<file path="config.mk">
export PLATFORM = sky130hd
export DESIGN_NAME = hex_line_rasterizer
export DESIGN_NICKNAME = d
export VERILOG_FILES = /design/src/rtl/core/hlr_pkg.sv /design/src/rtl/core/hlr_ctrl.sv /design/src/rtl/core/hlr_dp.sv /design/src/rtl/core/hex_line_rasterizer.sv
export SDC_FILE = /design/constraint.sdc
export NUM_CORES = 1
export LEC_CHECK = 0
export BUFFER_PORTS_ARGS = -buffer_cell sky130_fd_sc_hd__buf_2
export CORE_UTILIZATION = 43
export DETAILED_ROUTE_END_ITERATION = 6
export HOLD_SLACK_MARGIN = 0.05
export PLACE_DENSITY = 0.66
export SYNTH_ARGS = -nofsm -noshare
export SYNTH_HDL_FRONTEND = slang
export SYNTH_SLANG_ARGS = --single-unit
</file>
<file path="constraint.sdc">
create_clock -name clk -period 7.7 [get_ports clk]
set_input_delay 0.385 -clock clk [delete_from_list [all_inputs] [get_ports clk]]
set_output_delay 0.385 -clock clk [all_outputs]
set_load 0.005 [all_outputs]
</file>
<file path="src/rtl/core/hlr_pkg.sv">
// ----------------------------------------------------------------------------
// hlr_pkg
// Command and status types shared by the hex line rasterizer controller
// and datapath.
// ----------------------------------------------------------------------------
package hlr_pkg;

  typedef struct packed {
    logic load;   // capture endpoints and cube deltas
    logic init;   // register distance, reset walk state
    logic step;   // advance one tile and load the output register
  } hlr_cmd_t;

  typedef struct packed {
    logic len_zero;    // endpoints are the same tile
    logic final_step;  // tile produced by the next step is the destination
  } hlr_status_t;

endpackage

</file>
<file path="src/rtl/core/hlr_ctrl.sv">
// ----------------------------------------------------------------------------
// hlr_ctrl
// Sequencer for the hex line rasterizer: input handshake, setup, tile walk
// and output valid.
// ----------------------------------------------------------------------------
module hlr_ctrl (
  input  logic                clk,
  input  logic                rst,
  input  logic                in_valid,
  output logic                in_stall,
  output logic                out_valid,
  input  logic                out_stall,
  input  hlr_pkg::hlr_status_t status,
  output hlr_pkg::hlr_cmd_t    cmd
);
  import hlr_pkg::*;

  localparam logic [1:0] ST_IDLE  = 2'd0;
  localparam logic [1:0] ST_SETUP = 2'd1;
  localparam logic [1:0] ST_RUN   = 2'd2;

  logic [1:0] state;
  logic [1:0] state_next;
  logic       out_valid_next;
  logic       adv;

  // output register is free or being drained this cycle
  assign adv      = !out_valid || !out_stall;
  assign in_stall = (state != ST_IDLE);

  always_comb begin
    state_next = state;
    cmd        = '0;
    unique case (state)
      ST_IDLE: begin
        if (in_valid) begin
          cmd.load   = 1'b1;
          state_next = ST_SETUP;
        end
      end
      ST_SETUP: begin
        cmd.init   = 1'b1;
        state_next = status.len_zero ? ST_IDLE : ST_RUN;
      end
      ST_RUN: begin
        if (adv) begin
          cmd.step = 1'b1;
          if (status.final_step) begin
            state_next = ST_IDLE;
          end
        end
      end
      default: begin
        state_next = ST_IDLE;
      end
    endcase
  end

  always_comb begin
    priority if (cmd.step) begin
      out_valid_next = 1'b1;
    end else if (!out_stall) begin
      out_valid_next = 1'b0;
    end else begin
      out_valid_next = out_valid;
    end
  end

  always_ff @(posedge clk) begin
    if (rst) begin
      state     <= ST_IDLE;
      out_valid <= 1'b0;
    end else begin
      state     <= state_next;
      out_valid <= out_valid_next;
    end
  end

endmodule

</file>
<file path="src/rtl/core/hlr_dp.sv">
// ----------------------------------------------------------------------------
// hlr_dp
// Datapath for the hex line rasterizer: cube deltas, hex distance, per-axis
// floor/remainder walk, half-away rounding, largest-error axis fixup and
// the output tile register.
// ----------------------------------------------------------------------------
module hlr_dp #(
  parameter int COORD_BITS = 5
) (
  input  logic                         clk,
  input  hlr_pkg::hlr_cmd_t            cmd,
  output hlr_pkg::hlr_status_t         status,
  input  logic signed [COORD_BITS-1:0] src_q,
  input  logic signed [COORD_BITS-1:0] src_r,
  input  logic signed [COORD_BITS-1:0] dst_q,
  input  logic signed [COORD_BITS-1:0] dst_r,
  output logic signed [COORD_BITS-1:0] tile_q,
  output logic signed [COORD_BITS-1:0] tile_r,
  output logic                         last
);
  import hlr_pkg::*;

  localparam int AW = COORD_BITS + 2;  // cube coordinate and delta
  localparam int LW = COORD_BITS + 1;  // distance, step index, remainder
  localparam int TW = LW + 2;          // remainder plus delta before fixup
  localparam int SW = AW + 1;          // sum of absolute deltas

  logic signed [AW-1:0] src   [3];
  logic signed [AW-1:0] del   [3];
  logic signed [AW-1:0] fl    [3];
  logic        [LW-1:0] rm    [3];
  logic        [LW-1:0] len;
  logic        [LW-1:0] idx;

  logic signed [AW-1:0] ld_src [3];
  logic signed [AW-1:0] ld_del [3];
  logic        [AW-1:0] abs_del [3];
  logic        [SW-1:0] abs_sum;
  logic        [LW-1:0] len_calc;

  logic signed [TW-1:0] acc    [3];
  logic signed [AW-1:0] fl_n   [3];
  logic        [LW-1:0] rm_n   [3];
  logic        [LW:0]   twice  [3];
  logic                 up     [3];
  logic signed [AW-1:0] res    [3];
  logic        [LW-1:0] err    [3];
  logic        [LW-1:0] idx_n;

  always_comb begin
    ld_src[0] = $signed({{2{src_q[COORD_BITS-1]}}, src_q});
    ld_src[1] = $signed({{2{src_r[COORD_BITS-1]}}, src_r});
    ld_src[2] = -ld_src[0] - ld_src[1];
    ld_del[0] = $signed({{2{dst_q[COORD_BITS-1]}}, dst_q}) - ld_src[0];
    ld_del[1] = $signed({{2{dst_r[COORD_BITS-1]}}, dst_r}) - ld_src[1];
    ld_del[2] = -ld_del[0] - ld_del[1];
  end

  // distance from the registered deltas; sum is always even
  always_comb begin
    for (int k = 0; k < 3; k++) begin
      abs_del[k] = del[k][AW-1] ? AW'(-del[k]) : AW'(del[k]);
    end
    abs_sum  = SW'(abs_del[0]) + SW'(abs_del[1]) + SW'(abs_del[2]);
    len_calc = abs_sum[LW:1];
  end

  // per axis: value = fl + rm/len with 0 <= rm < len; |del| <= len keeps
  // the fixup to one add or subtract
  always_comb begin
    for (int k = 0; k < 3; k++) begin
      acc[k] = $signed({2'b00, rm[k]}) + TW'(del[k]);
      if (acc[k] >= $signed({2'b00, len})) begin
        rm_n[k] = LW'(acc[k] - $signed({2'b00, len}));
        fl_n[k] = fl[k] + AW'(1);
      end else if (acc[k] < 0) begin
        rm_n[k] = LW'(acc[k] + $signed({2'b00, len}));
        fl_n[k] = fl[k] - AW'(1);
      end else begin
        rm_n[k] = LW'(acc[k]);
        fl_n[k] = fl[k];
      end
      twice[k] = {rm_n[k], 1'b0};
      // a tie rounds up only when the value is positive
      up[k]  = (twice[k] > {1'b0, len}) ||
               ((twice[k] == {1'b0, len}) && !fl_n[k][AW-1]);
      res[k] = up[k] ? (fl_n[k] + AW'(1)) : fl_n[k];
      err[k] = up[k] ? (len - rm_n[k]) : rm_n[k];
    end
    if ((err[0] > err[1]) && (err[0] > err[2])) begin
      res[0] = -res[1] - res[2];
    end else if (err[1] > err[2]) begin
      res[1] = -res[0] - res[2];
    end
  end

  assign idx_n             = idx + LW'(1);
  assign status.len_zero   = (len_calc == '0);
  assign status.final_step = (idx_n == len);

  always_ff @(posedge clk) begin
    if (cmd.load) begin
      for (int k = 0; k < 3; k++) begin
        src[k] <= ld_src[k];
        del[k] <= ld_del[k];
      end
    end
    if (cmd.init) begin
      len <= len_calc;
      idx <= '0;
      for (int k = 0; k < 3; k++) begin
        fl[k] <= src[k];
        rm[k] <= '0;
      end
    end
    if (cmd.step) begin
      idx <= idx_n;
      for (int k = 0; k < 3; k++) begin
        fl[k] <= fl_n[k];
        rm[k] <= rm_n[k];
      end
      tile_q <= res[0][COORD_BITS-1:0];
      tile_r <= res[1][COORD_BITS-1:0];
      last   <= status.final_step;
    end
  end

endmodule

</file>
<file path="src/rtl/core/hex_line_rasterizer.sv">
// ----------------------------------------------------------------------------
// hex_line_rasterizer
// Hex grid line drawing between two axial tiles, one tile per output item.
// ----------------------------------------------------------------------------
// One input item (source and destination tile) produces d output items,
// where d is the hex distance: the d-1 tiles along the line, then the
// destination with last set. Equal tiles produce no output. An item is
// accepted, then a setup state forms the distance, then the walk produces
// one tile per cycle while the output is not stalled, from the incremental
// floor/remainder walk of the three cube axes; an output stall holds the
// walk. The next item is accepted while the destination tile still waits
// in the output register.
module hex_line_rasterizer #(
  parameter int COORD_BITS = 5
) (
  input  logic                         clk,
  input  logic                         rst,
  input  logic                         in_valid,
  output logic                         in_stall,
  input  logic signed [COORD_BITS-1:0] src_q,
  input  logic signed [COORD_BITS-1:0] src_r,
  input  logic signed [COORD_BITS-1:0] dst_q,
  input  logic signed [COORD_BITS-1:0] dst_r,
  output logic                         out_valid,
  input  logic                         out_stall,
  output logic signed [COORD_BITS-1:0] tile_q,
  output logic signed [COORD_BITS-1:0] tile_r,
  output logic                         last
);
  import hlr_pkg::*;

  hlr_cmd_t    cmd;
  hlr_status_t status;

  hlr_ctrl u_ctrl (
    .clk       (clk),
    .rst       (rst),
    .in_valid  (in_valid),
    .in_stall  (in_stall),
    .out_valid (out_valid),
    .out_stall (out_stall),
    .status    (status),
    .cmd       (cmd)
  );

  hlr_dp #(
    .COORD_BITS (COORD_BITS)
  ) u_dp (
    .clk    (clk),
    .cmd    (cmd),
    .status (status),
    .src_q  (src_q),
    .src_r  (src_r),
    .dst_q  (dst_q),
    .dst_r  (dst_r),
    .tile_q (tile_q),
    .tile_r (tile_r),
    .last   (last)
  );

endmodule

</file>
==> results by group, run 1 <==
Run status
  – Status: finished, final reports clean

Routing
  – Vias per inst: 5.60
  – Total routed wirelength: 27.6 mm
  – Routed via count: 8721
  – Antenna viol nets, final: 0
  – Starting DRC count in detailed routing: 581
  – DRC viols: 0
  – Drt first pass iters: 6
  – WL per Instance: 17.7 um

Worst hold path
  – Hold-critical path depth: 2
  – HP Class: in2reg

Synthesis
  – Gate Count Post-Synth: 1176
  – Mux share of post-synthesis cell area: 3.39%
  – Simple-Gate Fraction of Synth Area: 14.2%
  – Synth Flop Type: edfxtp_1
  – Largest family of logic cells by synthesized area: adder cells
  – Number of enable flip-flop cells after synthesis: 98
  – Yosys warnings: 0
  – Synthesized area per cell: 9.29 um^2
  – Adder-Cell Fraction of Synth Area: 22.5%
  – Cell area after synthesis: 0.0109 mm^2
  – Post-synth cell types: 93
  – Syn nets: 1382
  – Area fraction in compound gates after synthesis: 17.2%
  – Asr flop ratio synth: 0%
  – Yosys reg bits: 101
  – Post-synthesis sequential area ratio: 27.5%
  – Synth Area in XOR/XNOR: 9.38%

Floorplanning
  – I/O pin cnt: 37
  – Die area: 0.0261 mm^2
  – Initial Utilization: 44.4%
  – Core ar.: 0.0246 mm^2
  – Die H: 161 um
  – Die width: 161 um
  – # rows: 57

Placed design
  – IO Port Bufs: 36
  – Setup WS pre-CTS: -0.0164 ns
  – Post-placement cell count: 1534
  – Final RePlAce weighted congestion: 0.933
  – HPWL Detailed: 21.8 mm

STA
  – Final hold violations: 0
  – Clock Skew: 0.0104 ns
  – Final worst path period share: 95.6%
  – Max frequency: 136 MHz
  – WHS: 0.204 ns
  – Worst Max-Slew Pin Slew: 1.09 ns
  – RSZ-0062 raised after global routing: false
  – Final setup viols: 0
  – Max-slew violations: 0
  – Setup ws final: 0.337 ns
  – Post-layout min period: 7.36 ns
  – Rel. slew slack: 27.4%

Layout
  – Final non-filler cell total: 1556
  – Fill count: 2352
  – Commonest non-fill, non-tap cells in the layout: 160 x ha_1, 134 x inv_1, 98 x edfxtp_1
  – Diode count: 0
  – Share of cells above drive strength 1: 11.3%
  – Commonest non-fill, non-tap cell in the layout: ha_1
  – Final nets: 1433
  – Syn-to-layout area delta: 9.47%

Global route
  – Grt ovf: 0
  – Vias in the first global route: 8393
  – First-pass GRT wire length: 44.2 mm
  – Largest net degree at the start of global routing: 53
  – Initial antenna violation count: 0
  – GRT Total Usage: 21.9%

CTS
  – H-tree depth: 3
  – TritonCTS clock tree: done
  – Hold-fix buffers at CTS: 0
  – Max clock buf depth: 2
  – Inserted Clock Buffers: 9
  – Clock transition at path regs: 0.08 ns
  – Clock tree sinks: 101
  – Root buf cell: clkbuf_16
  – Clock Latency Late Sink: 0.37 ns

Setup path
  – Worst-path fanout max: 13
  – Worst path arrival time: 7.48 ns
  – FF-to-FF path depth: 38
  – Crit start category: register
  – Worst stage delay on the critical path: 0.38 ns
  – Critical path's slowest cell: edfxtp_1
  – Worst Path Required: 7.82 ns
  – Crit Path Class: reg2reg
  – CP endpoint kind: register

Flow run
  – Max-Cap Viols: 0
==> area by class of cell <==
| cell class | count | area, um^2 | share of cell area (%) |
|---|---|---|---|
| Tap cell | 324 | 405 | 3.39 |
| Multi-Input combinational cell | 914 | 7350 | 61.4 |
| Timing Repair Buffer | 65 | 398 | 3.33 |
| Inverter | 136 | 513 | 4.29 |
| Clock buffer | 9 | 225 | 1.88 |
| Clock inverter | 7 | 71.3 | 0.596 |
| Sequential cell | 101 | 3000 | 25.1 |
==> synth_stat cells (all sizes together), types with 6 or more instances <==
cell    count  area, um^2
nor2       88         333
and2        6        37.5
clkbuf     17        63.8
mux2i      18         205
xnor2      84         736
o21ai      44         224
o211ai      7        52.6
fa         21         420
nand2      99         387
and3        7        43.8
a41oi       6        60.1
nand2b     14        87.6
or4         6        45.0
mux2       14         165
edfxtp     98        2940
o221ai      7        61.3
a31oi      10        68.8
nor3       13        65.1
buf         8        63.8
inv       136         513
o21bai     13        97.6
a21o       24         181
o22ai       8        50.1
nor2b      16         108
ha        161        2010
or3         8        55.1
o31ai       7        57.6
a21oi      71         374
nand3      23         115
a211oi     12         100
xor2       33         289
o21a       14         105
nand4       8        50.1
==> critical path, delay by kind of cell, from the launching register on <==
family / cells / cell delay, ns
simple gates: 11 / 1.59
buf+inv: 3 / 0.28
fa+ha+maj: 5 / 1.50
compound gates: 16 / 2.78
flops: 1 / 0.38
xor+xnor: 1 / 0.14
mux: 2 / 0.44
==> metal layers <==
metal / vias to the layer above / GRT usage (%) / part of all wire [%]
met5: - / 0 / 0
met4: 0 / 6.05 / 2.2
met3: 44 / 3.31 / 5.5
met2: 271 / 35.4 / 46
met1: 4096 / 30.2 / 47
li1: 4310 / - / -
==> what timing repair did <==
item / CTS / global route
cloned: 0 / 0
setup buffers: 0 / 6
pin swaps: 0 / 5
setup endpoints to repair: 1 / 10
resized for setup: 1 / 13
==> registers in the layout (all words and copies together), names as in the netlist <==
signal and count:
u_dp.tile_r 5, u_dp.del 19, u_dp.src 17, u_dp.len 6, u_ctrl.state 2, u_dp.idx 6, u_ctrl.out_valid 1, u_dp.rm 18
u_dp.tile_q 5, u_dp.last 1, u_dp.fl 21
==> cell families after synthesis <==
| family | Yosys count |
|---|---|
| flip-flops | 101 |
| buffers and inverters | 161 |
| adder cells (fa/ha/maj) | 184 |
| XOR/XNOR | 117 |
| AND/OR/NAND/NOR | 314 |
| AO/OA/AOI/OAI | 267 |
| multiplexers | 32 |
==> stage by stage <==
step                      cell area [um^2]  setup TNS (ns)  utilization (%)
after floorplan                      10900               0                -
after global placement               11600               0             47.0
after detailed placement             11600         -0.0164             47.0
after CTS                            11900               0             48.2
after global routing                 12000               0             48.6
final                                12000               0             48.6
==> worst paths after layout <==
kind,to,from,slack (ns)
hold reg to reg,u_ctrl.out_valid,u_ctrl.state[1],0.51
setup / recovery,u_dp.tile_r[1],u_dp.del[0][0],0.34
setup reg to reg,u_dp.tile_r[1],u_dp.del[0][0],0.34
hold / removal,u_ctrl.out_valid,rst,0.20
Power of run 1 is not shown: default switching activity piles up to over one toggle a cycle in this logic, so the estimate is an artifact.
==> run 2, diff against run 1 <==
--- a/config.mk
+++ b/config.mk
@@ -5,6 +5,7 @@
 export SDC_FILE = /design/constraint.sdc
 export NUM_CORES = 1
 export LEC_CHECK = 0
+export ABC_AREA = 1
 export BUFFER_PORTS_ARGS = -buffer_cell sky130_fd_sc_hd__buf_2
 export CORE_UTILIZATION = 43
 export DETAILED_ROUTE_END_ITERATION = 6
==> run 2 against run 1 <==
  * Global-route usage fell by 0.28 points
  * Maximum frequency rose by 4.7%
  * Flip-flop and latch count did not move
  * Synthesized cell count rose by 20%
  * Final cell count rose by 14%
  * Register-to-register slack improved by 0.33 ns
  * Worst setup slack improved by 0.33 ns
  * Critical path depth fell by 6
  * Sequential share of layout area fell by 0.060 points
  * Non-clock buffer count fell by 24
  * Synthesized area rose by 2.5%
  * Largest cell class unchanged
==> results by group, run 2 <==
Run status
  – Status: finished, final reports clean (unchanged)

Synthesis
  – Syn nets: 1620 (was 1382)
  – Post-synth cell types: 54 (was 93)
  – Yosys warnings: 0 (unchanged)
  – Yosys reg bits: 101 (unchanged)
  – Synth Flop Type: edfxtp_1 (unchanged)
  – Most used standard cell by instance count after synthesis: nand2_1 (was ha_1)
  – Largest area contributor in the netlist: edfxtp_1 (unchanged)
  – Synthesized area per cell: 7.92 um^2 (was 9.29 um^2)
  – Yosys top cell area share: 26.3% (was 26.9%)
  – Cell area after synthesis: 0.0112 mm^2 (was 0.0109 mm^2)
  – Top post-synthesis cells by area: edfxtp_1 26%, ha_1 18%, nand2_1 9.6% (was edfxtp_1 27%, ha_1 18%, xnor2_1 6.7%)
  – Number of enable flip-flop cells after synthesis: 98 (unchanged)
  – Post-synthesis sequential area ratio: 26.8% (was 27.5%)
  – Gate Count Post-Synth: 1414 (was 1176)
  – Asr flop ratio synth: 0% (unchanged)
  – Synth top cells by count: 285 x nand2_1, 234 x inv_1, 161 x ha_1 (was 161 x ha_1, 135 x inv_1, 98 x edfxtp_1)

Placed design
  – Final RePlAce weighted congestion: 0.920 (was 0.933)
  – IO Port Bufs: 36 (unchanged)
  – Post-placement cell count: 1764 (was 1534)
  – HPWL Detailed: 22.2 mm (was 21.8 mm)
  – Setup WS pre-CTS: 0.541 ns (was -0.0164 ns)

Routing
  – Vias per inst: 5.18 (was 5.60)
  – Antenna viol nets, final: 0 (unchanged)
  – WL per Instance: 15.5 um (was 17.7 um)
  – Total routed wirelength: 27.6 mm (about the same)
  – Drt first pass iters: 6 (unchanged)
  – Starting DRC count in detailed routing: 600 (was 581)
  – Routed via count: 9224 (was 8721)
  – DRC viols: 0 (unchanged)

STA
  – WHS: 0.202 ns (was 0.204 ns)
  – Post-layout min period: 7.03 ns (was 7.36 ns)
  – Final worst path period share: 91.3% (was 95.6%)
  – Final hold violations: 0 (unchanged)
  – Worst Max-Slew Pin Slew: 1.00 ns (was 1.09 ns)
  – Rel. slew slack: 32.9% (was 27.4%)
  – Setup Total Neg Slack: 0 ns (unchanged)
  – Max frequency: 142 MHz (was 136 MHz)
  – Setup ws final: 0.667 ns (was 0.337 ns)
  – Max-slew violations: 0 (unchanged)
  – RSZ-0062 raised after global routing: false (unchanged)
  – Final setup viols: 0 (unchanged)
  – Clock Skew: 0.0117 ns (was 0.0104 ns)

Global route
  – Largest net degree at the start of global routing: 59 (was 53)
  – Grt ovf: 0 (unchanged)
  – GRT Total Usage: 21.6% (was 21.9%)
  – First-pass GRT wire length: 44.3 mm (was 44.2 mm)
  – Initial antenna violation count: 0 (unchanged)
  – Vias in the first global route: 8616 (was 8393)

CTS
  – Postcts setup bufs: 0 (unchanged)
  – Clock tree sinks: 101 (unchanged)
  – Root buf cell: clkbuf_16 (unchanged)
  – Inserted Clock Buffers: 9 (unchanged)
  – Clock transition at path regs: 0.08 ns (about the same)
  – H-tree depth: 3 (unchanged)
  – Hold-fix buffers at CTS: 0 (unchanged)
  – TritonCTS clock tree: done (unchanged)
  – Clock Latency Late Sink: 0.37 ns (about the same)
  – Max clock buf depth: 2 (unchanged)

Flow run
  – Max-Cap Viols: 0 (unchanged)

Layout
  – Largest registers: u_dp.fl (21), u_dp.del (19), u_dp.rm (18) (unchanged)
  – Commonest non-fill, non-tap cells in the layout: 284 x nand2_1, 234 x inv_1, 161 x ha_1 (was 160 x ha_1, 134 x inv_1, 98 x edfxtp_1)
  – Syn-to-layout area delta: 7.08% (was 9.47%)
  – Diode count: 0 (unchanged)
  – Final non-filler cell total: 1780 (was 1556)
  – Commonest non-fill, non-tap cell in the layout: nand2_1 (was ha_1)
  – Biggest register: u_dp.fl (unchanged)
  – Max reg flops: 21 (unchanged)
  – Share of cells above drive strength 1: 10.1% (was 11.3%)
  – Final nets: 1651 (was 1433)

Setup path
  – CP endpoint kind: register (unchanged)
  – Worst Path Required: 7.83 ns (was 7.82 ns)
  – Worst path arrival time: 7.16 ns (was 7.48 ns)
  – Critical path's slowest cell: o21ai_0 (was edfxtp_1)
  – Worst-path fanout max: 15 (was 13)
  – Worst stage delay on the critical path: 0.52 ns (was 0.38 ns)
  – Crit Path Class: reg2reg (unchanged)
  – CP dominant cell by count: nand2_1
  – Crit start category: register (unchanged)

Floorplanning
  – Initial Utilization: 44.2% (was 44.4%)
  – Die H: 163 um (was 161 um)
  – Core ar.: 0.0253 mm^2 (was 0.0246 mm^2)
  – Die width: 163 um (was 161 um)
  – I/O pin cnt: 37 (unchanged)
  – Die area: 0.0267 mm^2 (was 0.0261 mm^2)
  – # rows: 58 (was 57)

Worst hold path
  – HP Class: in2reg (unchanged)
==> run 2: kinds of logic (layout without fill, tap and decap cells) <==
logic type / count (synthesis) / in the layout / share of synthesized area, %
flip-flops: 101 / 101 / 26.8
XOR/XNOR: 113 / 113 / 8.84
AND/OR/NAND/NOR: 545 / 545 / 22.3
buffers and inverters: 270 / 306 / 9.73
AO/OA/AOI/OAI: 203 / 203 / 10.5
adder cells (fa/ha/maj): 182 / 182 / 21.7
==> run 2: path summary, 6_finish.rpt <==
path,to,slack [ns],startpoint,depth (start not counted)
setup / recovery,u_dp.tile_r[4],0.67,u_dp.del[0][14],32
setup reg to reg,u_dp.tile_r[4],0.67,u_dp.del[0][14],32
hold / removal,u_ctrl.state[1],0.20,rst,2
hold reg to reg,u_dp.fl[0][7],0.53,u_dp.src[0][7],2
==> run 2: area by class of cell <==
class / instances / area [um^2]
flip-flops and latches: 101 / 3000
fillers: 2487 / 13300
well taps: 330 / 413
clock inverters: 7 / 70.1
repair buffers: 41 / 218
clock buffers: 9 / 225
multi-input cells: 1043 / 7120
inverters: 249 / 940
==> run 2: worst max-delay path, delay by kind of cell, from the launching register on <==
kind,cells,cell delay [ns]
fa+ha+maj,6,2.05
xor+xnor,4,0.94
compound gates,7,1.62
flops,1,0.48
simple gates,11,1.28
buf+inv,4,0.44
==> run 2: per-stage QoR <==
step                util (%)  cell area [um^2]
finish                  47.3             12000
global route            47.3             12000
CTS                     47.3             12000
detailed placement      46.1             11700
global placement        46.1             11700
floorplan                  -             11200
==> run 2: repair_timing <==
item / in CTS / in global routing
endpoints found under the hold margin: 0 / 0
endpoints found under the setup margin: 0 / 1
resized for setup: 0 / 1
==> run 2: routing by layer <==
metal	vias to the layer above	share of wire [%]	global-route usage, %
met5	-	0	0
met4	0	1.8	6.03
met3	34	5.6	3.05
met2	228	46	35.4
met1	4249	47	29.4
li1	4713	-	-
Power of run 2 is left out for the same reason.
==> run 3, diff against run 2 <==
--- a/config.mk
+++ b/config.mk
@@ -6,11 +6,12 @@
 export NUM_CORES = 1
 export LEC_CHECK = 0
 export ABC_AREA = 1
-export BUFFER_PORTS_ARGS = -buffer_cell sky130_fd_sc_hd__buf_2
 export CORE_UTILIZATION = 43
 export DETAILED_ROUTE_END_ITERATION = 6
+export DONT_BUFFER_PORTS = 1
 export HOLD_SLACK_MARGIN = 0.05
-export PLACE_DENSITY = 0.66
+export PLACE_DENSITY = 0.65
+export SKIP_LAST_GASP = 1
 export SYNTH_ARGS = -nofsm -noshare
 export SYNTH_HDL_FRONTEND = slang
 export SYNTH_SLANG_ARGS = --single-unit
==> run 3 against run 2 <==
  * Wire length rose by 2.1%
  * Final cell count fell by 2.0%
  * Critical path depth did not move
  * Design area fell by 1.3%
==> results by group, run 3 (synthesized netlist as in run 2, its figures left out) <==
Run status
  – Status: finished, final reports clean (unchanged)

CTS
  – H-tree depth: 3 (unchanged)
  – Max clock buf depth: 2 (unchanged)
  – Clock transition at path regs: 0.09 ns (was 0.08 ns)
  – Hold-fix buffers at CTS: 0 (unchanged)
  – Clock tree sinks: 101 (unchanged)
  – Clock Latency Late Sink: 0.37 ns (about the same)
  – TritonCTS clock tree: done (unchanged)
  – Root buf cell: clkbuf_16 (unchanged)
  – Inserted Clock Buffers: 9 (unchanged)

Setup path
  – Worst-path fanout max: 15 (unchanged)
  – CP dominant cell by count: nand2_1 (unchanged)
  – Crit start category: register (unchanged)
  – Worst stage delay on the critical path: 0.52 ns (about the same)
  – Worst path arrival time: 7.19 ns (was 7.16 ns)
  – CP endpoint kind: register (unchanged)
  – Crit Path Class: reg2reg (unchanged)
  – Critical path's slowest cell: o21ai_0 (unchanged)
  – Worst Path Required: 7.83 ns (about the same)

Routing
  – Routed via count: 9084 (was 9224)
  – Drt first pass iters: 6 (unchanged)
  – WL per Instance: 16.2 um (was 15.5 um)
  – Total routed wirelength: 28.2 mm (was 27.6 mm)
  – Vias per inst: 5.21 (was 5.18)
  – Starting DRC count in detailed routing: 488 (was 600)
  – DRC viols: 0 (unchanged)
  – Antenna viol nets, final: 0 (unchanged)

Placed design
  – Post-placement cell count: 1728 (was 1764)
  – Final RePlAce weighted congestion: 0.951 (was 0.920)
  – IO Port Bufs: 0 (was 36)
  – HPWL Detailed: 22.5 mm (was 22.2 mm)

Floorplanning
  – # rows: 58 (unchanged)
  – Die H: 163 um (unchanged)
  – Die area: 0.0267 mm^2 (unchanged)
  – Die width: 163 um (unchanged)
  – Initial Utilization: 44.2% (unchanged)
  – I/O pin cnt: 37 (unchanged)
  – Core ar.: 0.0253 mm^2 (unchanged)

Global route
  – Largest net degree at the start of global routing: 59 (unchanged)
  – First-pass GRT wire length: 45.0 mm (was 44.3 mm)
  – Initial antenna violation count: 2 (was 0)
  – Vias in the first global route: 8706 (was 8616)
  – GRT Total Usage: 22.1% (was 21.6%)
  – Grt ovf: 0 (unchanged)

Worst hold path
  – HP Class: in2reg (unchanged)

STA
  – Final worst path period share: 91.6% (was 91.3%)
  – Rel. slew slack: 33.2% (was 32.9%)
  – Max frequency: 142 MHz (about the same)
  – Post-layout min period: 7.05 ns (was 7.03 ns)
  – Final hold violations: 0 (unchanged)
  – Worst Max-Slew Pin Slew: 1.00 ns (about the same)
  – Clock Skew: 0.0164 ns (was 0.0117 ns)
  – Final setup viols: 0 (unchanged)
  – Setup Total Neg Slack: 0 ns (unchanged)
  – RSZ-0062 raised after global routing: false (unchanged)
  – Max-slew violations: 0 (unchanged)

Flow run
  – Max-Cap Viols: 0 (unchanged)

Layout
  – Share of cells above drive strength 1: 7.85% (was 10.1%)
  – Syn-to-layout area delta: 5.67% (was 7.08%)
  – Max reg flops: 21 (unchanged)
  – Final non-filler cell total: 1744 (was 1780)
  – Diode count: 0 (unchanged)
  – Commonest non-fill, non-tap cells in the layout: 284 x nand2_1, 234 x inv_1, 161 x ha_1 (unchanged)
  – Largest registers: u_dp.fl (21), u_dp.del (19), u_dp.rm (18) (unchanged)
  – Commonest non-fill, non-tap cell in the layout: nand2_1 (unchanged)
  – Biggest register: u_dp.fl (unchanged)
  – Final nets: 1615 (was 1651)
  – Fill count: 2453 (was 2487)
## run 3: area by class of cell
cell class / instances / area, um^2 / area share, %
clock inverter: 7 / 91.3 / 0.772
clock buffer: 9 / 225 / 1.90
inverter: 249 / 940 / 7.94
timing repair buffer: 5 / 37.5 / 0.317
sequential: 101 / 3000 / 25.4
tap: 330 / 413 / 3.49
multi-input combinational: 1043 / 7120 / 60.2
## run 3: path summary, 6_finish.rpt
kind / start / to / slack, ns / cells past startpoint
worst max register to register: u_dp.del[0][14] / u_dp.tile_r[4] / 0.65 / 32
worst max-delay path: u_dp.del[0][14] / u_dp.tile_r[4] / 0.65 / 32
worst min register to register: u_dp.src[0][10] / u_dp.fl[0][10] / 0.54 / 2
worst min-delay path: rst / u_ctrl.state[1] / 0.08 / 1
## run 3: what timing repair did
action / in CTS / in global routing
setup endpoints to repair: 0 / 1
buffers inserted: 0 / 0
gates resized for setup: 0 / 1
## run 3: stage by stage
stage	setup slack (ns)	util, %	hold WS, ns	cell area [um^2]
finish	0.646	46.7	0.0837	11800
global route	0.136	46.7	0.0742	11800
CTS	0.518	46.7	0.0724	11800
detailed placement	0.536	45.4	0.457	11500
global placement	0.611	45.4	0.454	11500
floorplan	2.00	-	0.454	11200
## run 3: critical path: cells and delay by family (launching register included)
kind | cells | cell delay, ns
buffers and inverters | 4 | 0.41
adder cells (fa/ha/maj) | 6 | 2.06
flip-flops | 1 | 0.48
XOR/XNOR | 4 | 1.01
AND/OR/NAND/NOR | 11 | 1.21
AO/OA/AOI/OAI | 7 | 1.63
## run 3: layer usage
layer	global-route usage, %	part of all wire, %	routed length [um]	up-vias
met3	4.27	6.0	1680	55
met4	8.45	3.1	881	2
li1	-	-	-	4632
met2	35.9	45	12800	246
met5	0	0.028	8	-
met1	28.8	45	12800	4149
Power of run 3 is left out for the same reason.
